===== src/rtl/mlle_pkg.sv =====
`timescale 1ns / 1ps
// ----------------------------------------------------------------------------
// mlle_pkg
// Shared constants, register codes and control types of the multi-lane LED
// chain bit encoder.
// ----------------------------------------------------------------------------
package mlle_pkg;

  localparam int MAX_LEDS      = 256;
  localparam int LANES         = 8;
  localparam int SLOTS_PER_LED = 24;
  localparam int LED_LIMIT     = 2730;
  localparam int LED_CAP       = (MAX_LEDS < LED_LIMIT) ? MAX_LEDS : LED_LIMIT;
  localparam int LED_W         = (MAX_LEDS > 1) ? $clog2(MAX_LEDS) : 1;
  localparam int SLOT_W        = 5;
  localparam int WORD_W        = 32;

  localparam logic [7:0] LANE_MASK = 8'((1 << LANES) - 1);

  localparam int CFG_IDX_W  = 3;
  localparam int CFG_DATA_W = 16;

  localparam logic [CFG_IDX_W-1:0] REG_PERIOD_TICKS    = 3'd0;
  localparam logic [CFG_IDX_W-1:0] REG_ZERO_HIGH_TICKS = 3'd1;
  localparam logic [CFG_IDX_W-1:0] REG_ONE_HIGH_TICKS  = 3'd2;
  localparam logic [CFG_IDX_W-1:0] REG_LED_COUNT       = 3'd3;
  localparam logic [CFG_IDX_W-1:0] REG_FRAME_BITS      = 3'd4;
  localparam logic [CFG_IDX_W-1:0] REG_LANE_ENABLE     = 3'd5;

  localparam logic [7:0]  RST_PERIOD_TICKS    = 8'd105;
  localparam logic [7:0]  RST_ZERO_HIGH_TICKS = 8'd33;
  localparam logic [7:0]  RST_ONE_HIGH_TICKS  = 8'd68;
  localparam logic [8:0]  RST_LED_COUNT       = 9'd1;
  localparam logic [15:0] RST_FRAME_BITS      = 16'd40000;
  localparam logic [7:0]  RST_LANE_ENABLE     = 8'd1;

  typedef struct packed {
    logic [7:0]  period_ticks;
    logic [7:0]  zero_high_ticks;
    logic [7:0]  one_high_ticks;
    logic [8:0]  led_count;
    logic [15:0] frame_bits;
    logic [7:0]  lane_enable;
  } cfg_t;

  // controller to datapath
  typedef struct packed {
    logic clr;   // clearing pass: zero one store row
    logic acc;   // item accepted this cycle
    logic tick;  // accepted item is a timer tick
  } cmd_t;

  // datapath to controller
  typedef struct packed {
    logic clr_last;
  } sts_t;

endpackage


===== src/rtl/mlle_ctrl.sv =====
`timescale 1ns / 1ps
// ----------------------------------------------------------------------------
// mlle_ctrl
// Controller: runs the store clearing pass after reset, then handles the
// item handshake and the output valid flag.
// ----------------------------------------------------------------------------
module mlle_ctrl (
  input  logic           clk,
  input  logic           rst_n,
  input  logic           in_valid,
  input  logic           in_action,
  output logic           in_ready,
  output logic           out_valid,
  input  logic           out_ready,
  input  mlle_pkg::sts_t sts,
  output mlle_pkg::cmd_t cmd
);

  typedef enum logic {ST_CLEAR, ST_RUN} state_t;

  state_t state_r;
  logic   out_valid_r;
  logic   accept;

  assign in_ready  = (state_r == ST_RUN) && (!out_valid_r || out_ready);
  assign accept    = in_valid && in_ready;
  assign out_valid = out_valid_r;

  always_comb begin
    cmd.clr  = (state_r == ST_CLEAR);
    cmd.acc  = accept;
    cmd.tick = accept && in_action;
  end

  always_ff @(posedge clk) begin
    if (!rst_n) begin
      state_r     <= ST_CLEAR;
      out_valid_r <= 1'b0;
    end else begin
      unique case (state_r)
        ST_CLEAR: begin
          if (sts.clr_last) state_r <= ST_RUN;
        end
        ST_RUN: begin
          state_r <= ST_RUN;
        end
        default: state_r <= ST_CLEAR;
      endcase
      // hold the result until taken, refill on each accepted item
      if (accept) out_valid_r <= 1'b1;
      else if (out_ready) out_valid_r <= 1'b0;
    end
  end

  a_clear_ends: assert property (@(posedge clk) disable iff (!rst_n)
    (state_r == ST_CLEAR && sts.clr_last) |=> (state_r == ST_RUN))
    else $error("clearing pass did not hand over to run");

endmodule


===== config.mk =====
export PLATFORM = sky130hd
export DESIGN_NAME = mlle_ctrl
export DESIGN_NICKNAME = d
export VERILOG_FILES = /design/src/rtl/mlle_pkg.sv /design/src/rtl/mlle_ctrl.sv
export SDC_FILE = /design/constraint.sdc
export NUM_CORES = 1
export LEC_CHECK = 0
export ABC_CLOCK_PERIOD_IN_PS = 800
export BUFFER_PORTS_ARGS = -buffer_cell sky130_fd_sc_hd__clkbuf_2
export CAP_MARGIN = 20
export CORE_AREA = 5 5 42 44
export CTS_CLUSTER_DIAMETER = 120
export DETAILED_ROUTE_END_ITERATION = 16
export DIE_AREA = 0 0 47 49
export MAX_ROUTING_LAYER = met4
export PLACE_DENSITY = 0.3
export REMOVE_ABC_BUFFERS = 1
export SYNTH_ARGS = -nofsm -noshare
export SYNTH_HDL_FRONTEND = slang
export SYNTH_SLANG_ARGS = --single-unit

===== constraint.sdc =====
create_clock -name clk -period 0.8 [get_ports clk]
set_input_delay 0.04 -clock clk [delete_from_list [all_inputs] [get_ports clk]]
set_output_delay 0.04 -clock clk [all_outputs]
set_load 0.01 [all_outputs]

==> flow_summary.yaml, run 1 <==
run_status:
  status: "complete, but fails checks"
  violations: "negative setup slack"
global_routing:
  groute.usage.overall_pct: 4.107
  grt_max_degree: 6
  grt_overflow_total: 0
  antenna_found_initial: 0
  grt_pass1_wl_um: 579
  grt_pass1_vias: 151
floorplan:
  die_x_um: 47
  core_area_mm2: 0.001401
  die-area_mm2: 0.002303
  rows: 14
  io_pins: 11
  die_y_um: 49
  start_util_pct: 8.036
synthesis:
  synth_top_family_by_area: "simple AND/OR/NAND/NOR gates"
  muxShareOfSynthArea_pct: 0
  synth_ff_type: "dfxtp_1"
  avgSynthCellArea_um2: 10.24
  synth-compound-area-share_pct: 16.67
  synth_area_leaders: "dfxtp_1 36%, nand2b_4 12%, a21boi_2 10%, and4_4 10%, and2_2 6.7%"
  synthXorXnorAreaFrac_pct: 0
  synth-simple-area-share_pct: 37.78
  synth_area_leader_cell: "dfxtp_1"
  yosysSeqAreaShare_pct: 35.56
  synth.most_common_cell: "dfxtp_1"
  ys.warnings.count: 0
  async_flop_share_pct: 0
  netlist.area_leader.share_pct: 35.56
  synthCells: 11
  synth_edf_count: 0
  synthesis.area_um2: 112.6
  yosys_register_bits: 2
  synth_cell_types: 10
  synthAdderAreaFrac_pct: 0
timing:
  min_period_over_period_pct: 119.9
  tightestPinTransition_ns: 0.08032
  fin_tns_setup_ns: -0.4089
  setup_ws_ns: -0.1590
  setup_viol: 4
  fmax_ghz: 1.043
  hold_violations: 0
  whs_ns: 0.03287
  relSlewSlack_pct: 94.63
  fin_skew_ns: 0.002876
  finalMaxSlewViolations: 0
  finalCriticalPeriod_ns: 0.9590
  rsz0062_at_grt: "true"
routing:
  drt_iter0_drc: 1
  viasPerCell: 3.238
  drcViolationCount: 0
  wl_um: 391
  ant_nets: 0
  wl_per_cell_um: 9.310
  drt_pass1_iterations: 2
  routed-via-count: 136
  wl_met1_um: 159
  highest_layer: "met3"
  routed-wl-met2_um: 154
  dr_wl_met3_um: 77
clock_network:
  clock_latency_ns: 0.22
  numCtsBuffers: 3
  hold_buffers: 0
  cts_tree: "yes"
  cts-root-to-sink-buffers: 2
  clock-root-buffer: "clkbuf_4"
  clk_pin_slew_ns: 0.03
  cts.htree.levels: 1
  clkSinkCount: 2
worst_hold_path:
  min_path_type: "input port to flip-flop"
place:
  gp_congestion: 0.6717
  postPlaceCellArea_um2: 175.2
  dp_hpwl_um: 297.1
  io_buffer_count: 10
cells_and_area:
  area_growth_pct: 127.8
  num_antenna_cells: 0
  final_area_um2: 256.5
  drive_above_1_share_pct: 88.46
  num-fill-cells: 173
  final_net_count: 34
power:
  p_per_area_mw_per_mm2: 1646
  cellLeakagePower_nw: 0.1300
  p_clk_share_pct: 52.6
  swShare_pct: 22.61
  p_int_mw: 0.3267
  max-vdd-ir-drop_mv: 0.3439
  seq_power_share_pct: 27.2
  combPwrFrac_pct: 20.2
  switching_power_mw: 0.09543
worst_setup_path:
  end_kind: "output port"
  cp_cell_sequence: "nand2b_4 -> and4_4 -> buf_8"
  crit_fanout: 4
  cp_top_family: "flip-flops"
  cp_data_arrival_time_ns: 0.92
  worstSetupPathType: "flip-flop to output port"
  required_ns: 0.76
  cp_slowest_cell: "dfxtp_2"
  path_buf_inv: 1
  startpoint_type: "flip-flop"
  critPathMaxStageDelay_ns: 0.32
job:
  maxCapViolations: 0
## layer usage
metal  GRT usage, %  up-vias
met5              -        -
met2          3.394       10
met4          4.147        0
li1               -       66
met1          4.585       60
met3          4.428        0
## power groups by stage
stage | Combinational [mW] | Sequential [mW] | Clock (mW)
after floorplan | 0.0275 | 0.115 | 0
after global placement | 0.0576 | 0.114 | 0
after detailed placement | 0.0580 | 0.115 | 0
after CTS | 0.0668 | 0.114 | 0.236
after global routing | 0.0939 | 0.116 | 0.244
final | 0.0853 | 0.115 | 0.222
## cell type report
cell class              instances  area [um^2]  share of cell area, %
inverters                       1        3.754                  1.463
clock buffers                   3        22.52                  8.780
repair buffers                 13        95.09                  37.07
multi-input cells               7        70.07                  27.32
flip-flops and latches          2        45.04                  17.56
well taps                      16        20.02                  7.805
## layout by cell type, fill, tap and decap left out
cell / count
a21boi_2: 1
and2_4: 1
and4_4: 1
buf_2: 1
buf_4: 3
buf_6: 2
buf_8: 1
clkbuf_2: 6
clkbuf_4: 3
dfxtp_2: 1
dfxtp_4: 1
inv_1: 1
nand2_4: 1
nand2b_4: 1
nor2b_1: 1
o21a_1: 1
## worst reg2reg max path, cell delays in order (launching register included)
cell	delay, ns
dfxtp_4	0.35
buf_4	0.13
o21a_1	0.15
## through the flow
| step | total power [mW] | cells | setup slack [ns] | utilization, % |
|---|---|---|---|---|
| 3_5_place_dp | 0.1727 | 36 | 0.01018 | 12.50 |
| 3_3_place_gp | 0.1718 | 36 | 0.02278 | 12.50 |
| 4_1_cts | 0.4169 | 41 | -0.1836 | 15.98 |
| 5_1_grt | 0.4537 | 42 | -0.1868 | 18.30 |
| 2_1_floorplan | 0.1421 | 10 | 0.08485 | - |
| 6_report | 0.4221 | 42 | -0.1590 | 18.30 |
## registers in the layout, summed over array words and instances (netlist names)
signal,cells
state_r,1
out_valid,1
## logic make-up (layout without fill, tap and decap cells)
| kind of cell | Yosys count | in the layout |
|---|---|---|
| simple gates | 5 | 5 |
| buf+inv | 2 | 17 |
| flops | 2 | 2 |
| compound gates | 2 | 2 |
## timing repair
item	in CTS	in global routing
endpoints found under the setup margin	5	5
setup buffers	2	1
pin swaps	1	2
cloned	0	0
gates resized for setup	3	10
## worst paths after layout
kind                               start                     end  slack [ns]  cells after the start
hold reg to reg       state_r$_SDFF_PN0_  out_valid$_SDFFE_PN0P_        0.50                      2
setup reg to reg      state_r$_SDFF_PN0_      state_r$_SDFF_PN0_        0.06                      2
hold / removal                       sts      state_r$_SDFF_PN0_        0.03                      2
setup / recovery  out_valid$_SDFFE_PN0P_                  cmd[0]       -0.16                      3
Power figures use the tool's default switching activity.
==> inputs of run 2 (changes only) <==
--- a/config.mk
+++ b/config.mk
@@ -13,7 +13,7 @@
 export DETAILED_ROUTE_END_ITERATION = 16
 export DIE_AREA = 0 0 47 49
 export MAX_ROUTING_LAYER = met4
-export PLACE_DENSITY = 0.3
+export PLACE_DENSITY = 0.36
 export REMOVE_ABC_BUFFERS = 1
 export SYNTH_ARGS = -nofsm -noshare
 export SYNTH_HDL_FRONTEND = slang
==> flow_summary.yaml, run 2 (synthesis results as in run 1) <==
routing:
  viasPerCell: 3.200
  routed-via-count: 128
  wl_per_cell_um: 10.38
  drt_pass1_iterations: 2
  drt_iter0_drc: 2
  wl_um: 415
  ant_nets: 0
  drcViolationCount: 0
cells_and_area:
  most-common-layout-cells: "6 x clkbuf_2, 3 x clkbuf_4, 2 x buf_6"
  final_common_cell: "clkbuf_2"
  fin_util_pct: 16.79
  num-fill-cells: 171
  final_net_count: 32
  area_growth_pct: 108.9
  num_antenna_cells: 0
  drive_above_1_share_pct: 91.67
  fin_cells: 40
job:
  maxCapViolations: 0
clock_network:
  cts-root-to-sink-buffers: 2
  cts.htree.levels: 1
  clock-root-buffer: "clkbuf_4"
  clk_pin_slew_ns: 0.03
  cts_tree: "yes"
  clkSinkCount: 2
  numCtsBuffers: 3
  hold_buffers: 0
  clock_latency_ns: 0.23
global_routing:
  grt_pass1_vias: 174
  met2_usage_pct: 4.525
  grt_busiest_layer: "met4"
  antenna_found_initial: 0
  groute.usage.overall_pct: 5.119
  use_met1_pct: 4.814
  grt_overflow_total: 0
  grt_max_degree: 6
  grt_pass1_wl_um: 669
  met3_usage_pct: 4.059
floorplan:
  die_y_um: 49
  start_util_pct: 8.036
  core_area_mm2: 0.001401
  rows: 14
  die_x_um: 47
  io_pins: 11
  die-area_mm2: 0.002303
place:
  pre_cts_ws_ns: 0.01833
  dp.cells: 36
  gp_congestion: 0.7069
  io_buffer_count: 10
worst_setup_path:
  required_ns: 0.76
  cp_data_arrival_time_ns: 0.94
  startpoint_type: "flip-flop"
  worstSetupPathType: "flip-flop to output port"
  crit_fanout: 4
  end_kind: "output port"
run_status:
  violations: "negative setup slack"
  status: "complete, but fails checks"
timing:
  fin_skew_ns: 0.003633
  finalMaxSlewViolations: 0
  setup_viol: 3
  setup_ws_ns: -0.1827
  min_period_over_period_pct: 122.8
  hold_violations: 0
  tightestPinTransition_ns: 0.08273
  rsz0062_at_grt: "true"
  fmax_ghz: 1.018
  relSlewSlack_pct: 94.45
  finalCriticalPeriod_ns: 0.9827
power:
  cellLeakagePower_nw: 0.1121
  max-vdd-ir-drop_mv: 0.2935
  p_per_area_mw_per_mm2: 1812
  fin_total_pwr_mw: 0.4262
worst_hold_path:
  min_path_type: "input port to flip-flop"
run 2: final timing paths:
path | startpoint | depth (start not counted) | endpoint | slack, ns
min reg2reg | state_r$_SDFF_PN0_ | 1 | state_r$_SDFF_PN0_ | 0.50
min | sts | 2 | state_r$_SDFF_PN0_ | 0.03
max | out_valid$_SDFFE_PN0P_ | 3 | in_ready | -0.18
max reg2reg | out_valid$_SDFFE_PN0P_ | 3 | out_valid$_SDFFE_PN0P_ | 0.09
run 2: repair_timing:
| action | CTS | global route |
|---|---|---|
| resized for setup | 3 | 9 |
| buffers inserted | 1 | 0 |
| pin swaps | 1 | 0 |
| endpoints found under the hold margin | 0 | 0 |
| setup endpoints to repair | 5 | 4 |
run 2: routing by layer:
metal  vias to the layer above  share of wire (%)
met5                         -                  0
met4                         0                5.1
met3                         2                 17
met2                        12                 36
met1                        52                 42
li1                         62                  -
run 2: where the power goes:
part	total, mW	internal (mW)	switching, mW
clock	0.237	0.166	0.0706
sequential	0.114	0.107	0.00793
combinational	0.0747	0.0465	0.0282
run 2: area by class of cell:
cell class | instances | area, um^2 | share of cell area (%)
Clock buffer | 3 | 22.52 | 9.574
Inverter | 1 | 3.754 | 1.596
Multi-Input combinational cell | 7 | 63.81 | 27.13
Sequential cell | 2 | 45.04 | 19.15
Tap cell | 16 | 20.02 | 8.511
Timing Repair Buffer | 11 | 80.08 | 34.04
run 2: per-stage QoR:
stage,hold WS [ns],area [um^2],TNS (ns)
finish,0.02736,235.2,-0.4861
global route,0.03916,235.2,-0.6468
CTS,0.02724,216.5,-0.5770
detailed placement,0.2712,175.2,0
global placement,0.2579,175.2,0
floorplan,0.1576,105.1,0
run 2: worst max-delay path, cell delays in order (launching register included):
cell and delay (ns):
dfxtp_2 0.34, nand2b_4 0.06, and2_2 0.19, buf_6 0.12
==> inputs of run 3 (changes only) <==
--- a/config.mk
+++ b/config.mk
@@ -5,7 +5,6 @@
 export SDC_FILE = /design/constraint.sdc
 export NUM_CORES = 1
 export LEC_CHECK = 0
-export ABC_CLOCK_PERIOD_IN_PS = 800
 export BUFFER_PORTS_ARGS = -buffer_cell sky130_fd_sc_hd__clkbuf_2
 export CAP_MARGIN = 20
 export CORE_AREA = 5 5 42 44
@@ -13,7 +12,6 @@
 export DETAILED_ROUTE_END_ITERATION = 16
 export DIE_AREA = 0 0 47 49
 export MAX_ROUTING_LAYER = met4
-export PLACE_DENSITY = 0.36
 export REMOVE_ABC_BUFFERS = 1
 export SYNTH_ARGS = -nofsm -noshare
 export SYNTH_HDL_FRONTEND = slang
==> flow_summary.yaml, run 3 (synthesis results as in run 1) <==
run_status:
  violations: "negative setup slack"
  status: "complete, but fails checks"
worst_setup_path:
  cp_cell_sequence: "nand2b_4 -> and4_4 -> buf_6"
  required_ns: 0.76
  cp_top_family: "flip-flops"
  worstSetupPathType: "flip-flop to output port"
  critPathMaxStageDelay_ns: 0.32
  cp_slowest_cell: "dfxtp_2"
  cp_data_arrival_time_ns: 0.92
  crit_fanout: 4
  path_buf_inv: 1
  startpoint_type: "flip-flop"
  end_kind: "output port"
timing:
  tightestPinTransition_ns: 0.08855
  relSlewSlack_pct: 94.10
  setup_ws_ns: -0.1570
  rsz0062_at_grt: "true"
  finalMaxSlewViolations: 0
  setup_viol: 3
  fin_skew_ns: 0.0004153
  min_period_over_period_pct: 119.6
  fmax_ghz: 1.045
  finalCriticalPeriod_ns: 0.9570
  hold_violations: 0
  fin_tns_setup_ns: -0.3949
job:
  maxCapViolations: 0
global_routing:
  groute.usage.overall_pct: 3.749
  antenna_found_initial: 0
  grt_max_degree: 6
  grt_pass1_vias: 139
  grt_overflow_total: 0
  grt_pass1_wl_um: 517
place:
  postPlaceCellArea_um2: 175.2
  io_buffer_count: 10
  gp_congestion: 0.5713
clock_network:
  clkSinkCount: 2
  clock_latency_ns: 0.22
  clk_pin_slew_ns: 0.03
  cts_tree: "yes"
  clock-root-buffer: "clkbuf_4"
  cts.htree.levels: 1
  cts-root-to-sink-buffers: 2
  numCtsBuffers: 3
cells_and_area:
  drive_above_1_share_pct: 87.50
  final_net_count: 32
  most-common-layout-cells: "7 x clkbuf_2, 3 x clkbuf_4, 2 x buf_6"
  num_antenna_cells: 0
  final_area_um2: 231.5
  final_common_cell: "clkbuf_2"
  area_growth_pct: 105.6
floorplan:
  start_util_pct: 8.036
  die_x_um: 47
  io_pins: 11
  die-area_mm2: 0.002303
  core_area_mm2: 0.001401
  rows: 14
  die_y_um: 49
worst_hold_path:
  min_path_type: "input port to flip-flop"
power:
  cellLeakagePower_nw: 0.1169
  max-vdd-ir-drop_mv: 0.6512
  p_per_area_mw_per_mm2: 1772
routing:
  drt_iter0_drc: 0
  drt_pass1_iterations: 1
  routed-via-count: 132
  wl_um: 359
  wl_per_cell_um: 8.975
  ant_nets: 0
  drcViolationCount: 0
  viasPerCell: 3.300
run 3: layout make-up:
type | instances | area [um^2]
Clock buffer | 3 | 22.52
Multi-Input combinational cell | 7 | 70.07
Fill cell | 170 | 1170
Inverter | 1 | 3.754
Tap cell | 16 | 20.02
Sequential cell | 2 | 45.04
Timing Repair Buffer | 11 | 70.07
run 3: routing by layer:
metal / track usage [%] / routed length [um]
met1: 3.501 / 127
met2: 4.751 / 180
met3: 1.107 / 51
met4: 5.530 / 0
met5: - / 0
run 3: worst paths after layout:
path	startpoint	cells past startpoint	end	slack, ns
setup / recovery	out_valid$_SDFFE_PN0P_	3	cmd[0]	-0.16
hold / removal	rst_n	2	state_r$_SDFF_PN0_	0.04
setup reg to reg	out_valid$_SDFFE_PN0P_	3	out_valid$_SDFFE_PN0P_	0.10
hold reg to reg	state_r$_SDFF_PN0_	1	state_r$_SDFF_PN0_	0.51
run 3: worst register-to-register path, cell delays in order (launching register included):
cell and delay (ns):
dfxtp_2 0.34, nand2b_4 0.07, buf_4 0.13, a21boi_2 0.09
run 3: power breakdown:
group          internal, mW  switching [mW]
sequential            0.107         0.00972
combinational        0.0442          0.0267
clock                 0.166          0.0574
run 3: repair_timing:
item	CTS	global route
hold buffers	0	0
setup endpoints to repair	5	4
pin swaps	1	1
setup buffers	1	0
gates resized for setup	3	8
run 3: through the flow:
step / hold slack [ns] / cells / util [%] / setup slack, ns / power (mW)
final: 0.03943 / 40 / 16.52 / -0.1570 / 0.4102
after global routing: 0.03726 / 40 / 16.52 / -0.1990 / 0.4411
after CTS: 0.03235 / 40 / 15.00 / -0.1938 / 0.4189
after detailed placement: 0.2574 / 36 / 12.50 / -0.005418 / 0.1718
after global placement: 0.2509 / 36 / 12.50 / 0.01543 / 0.1708
after floorplan: 0.1576 / 10 / - / 0.08485 / 0.1421
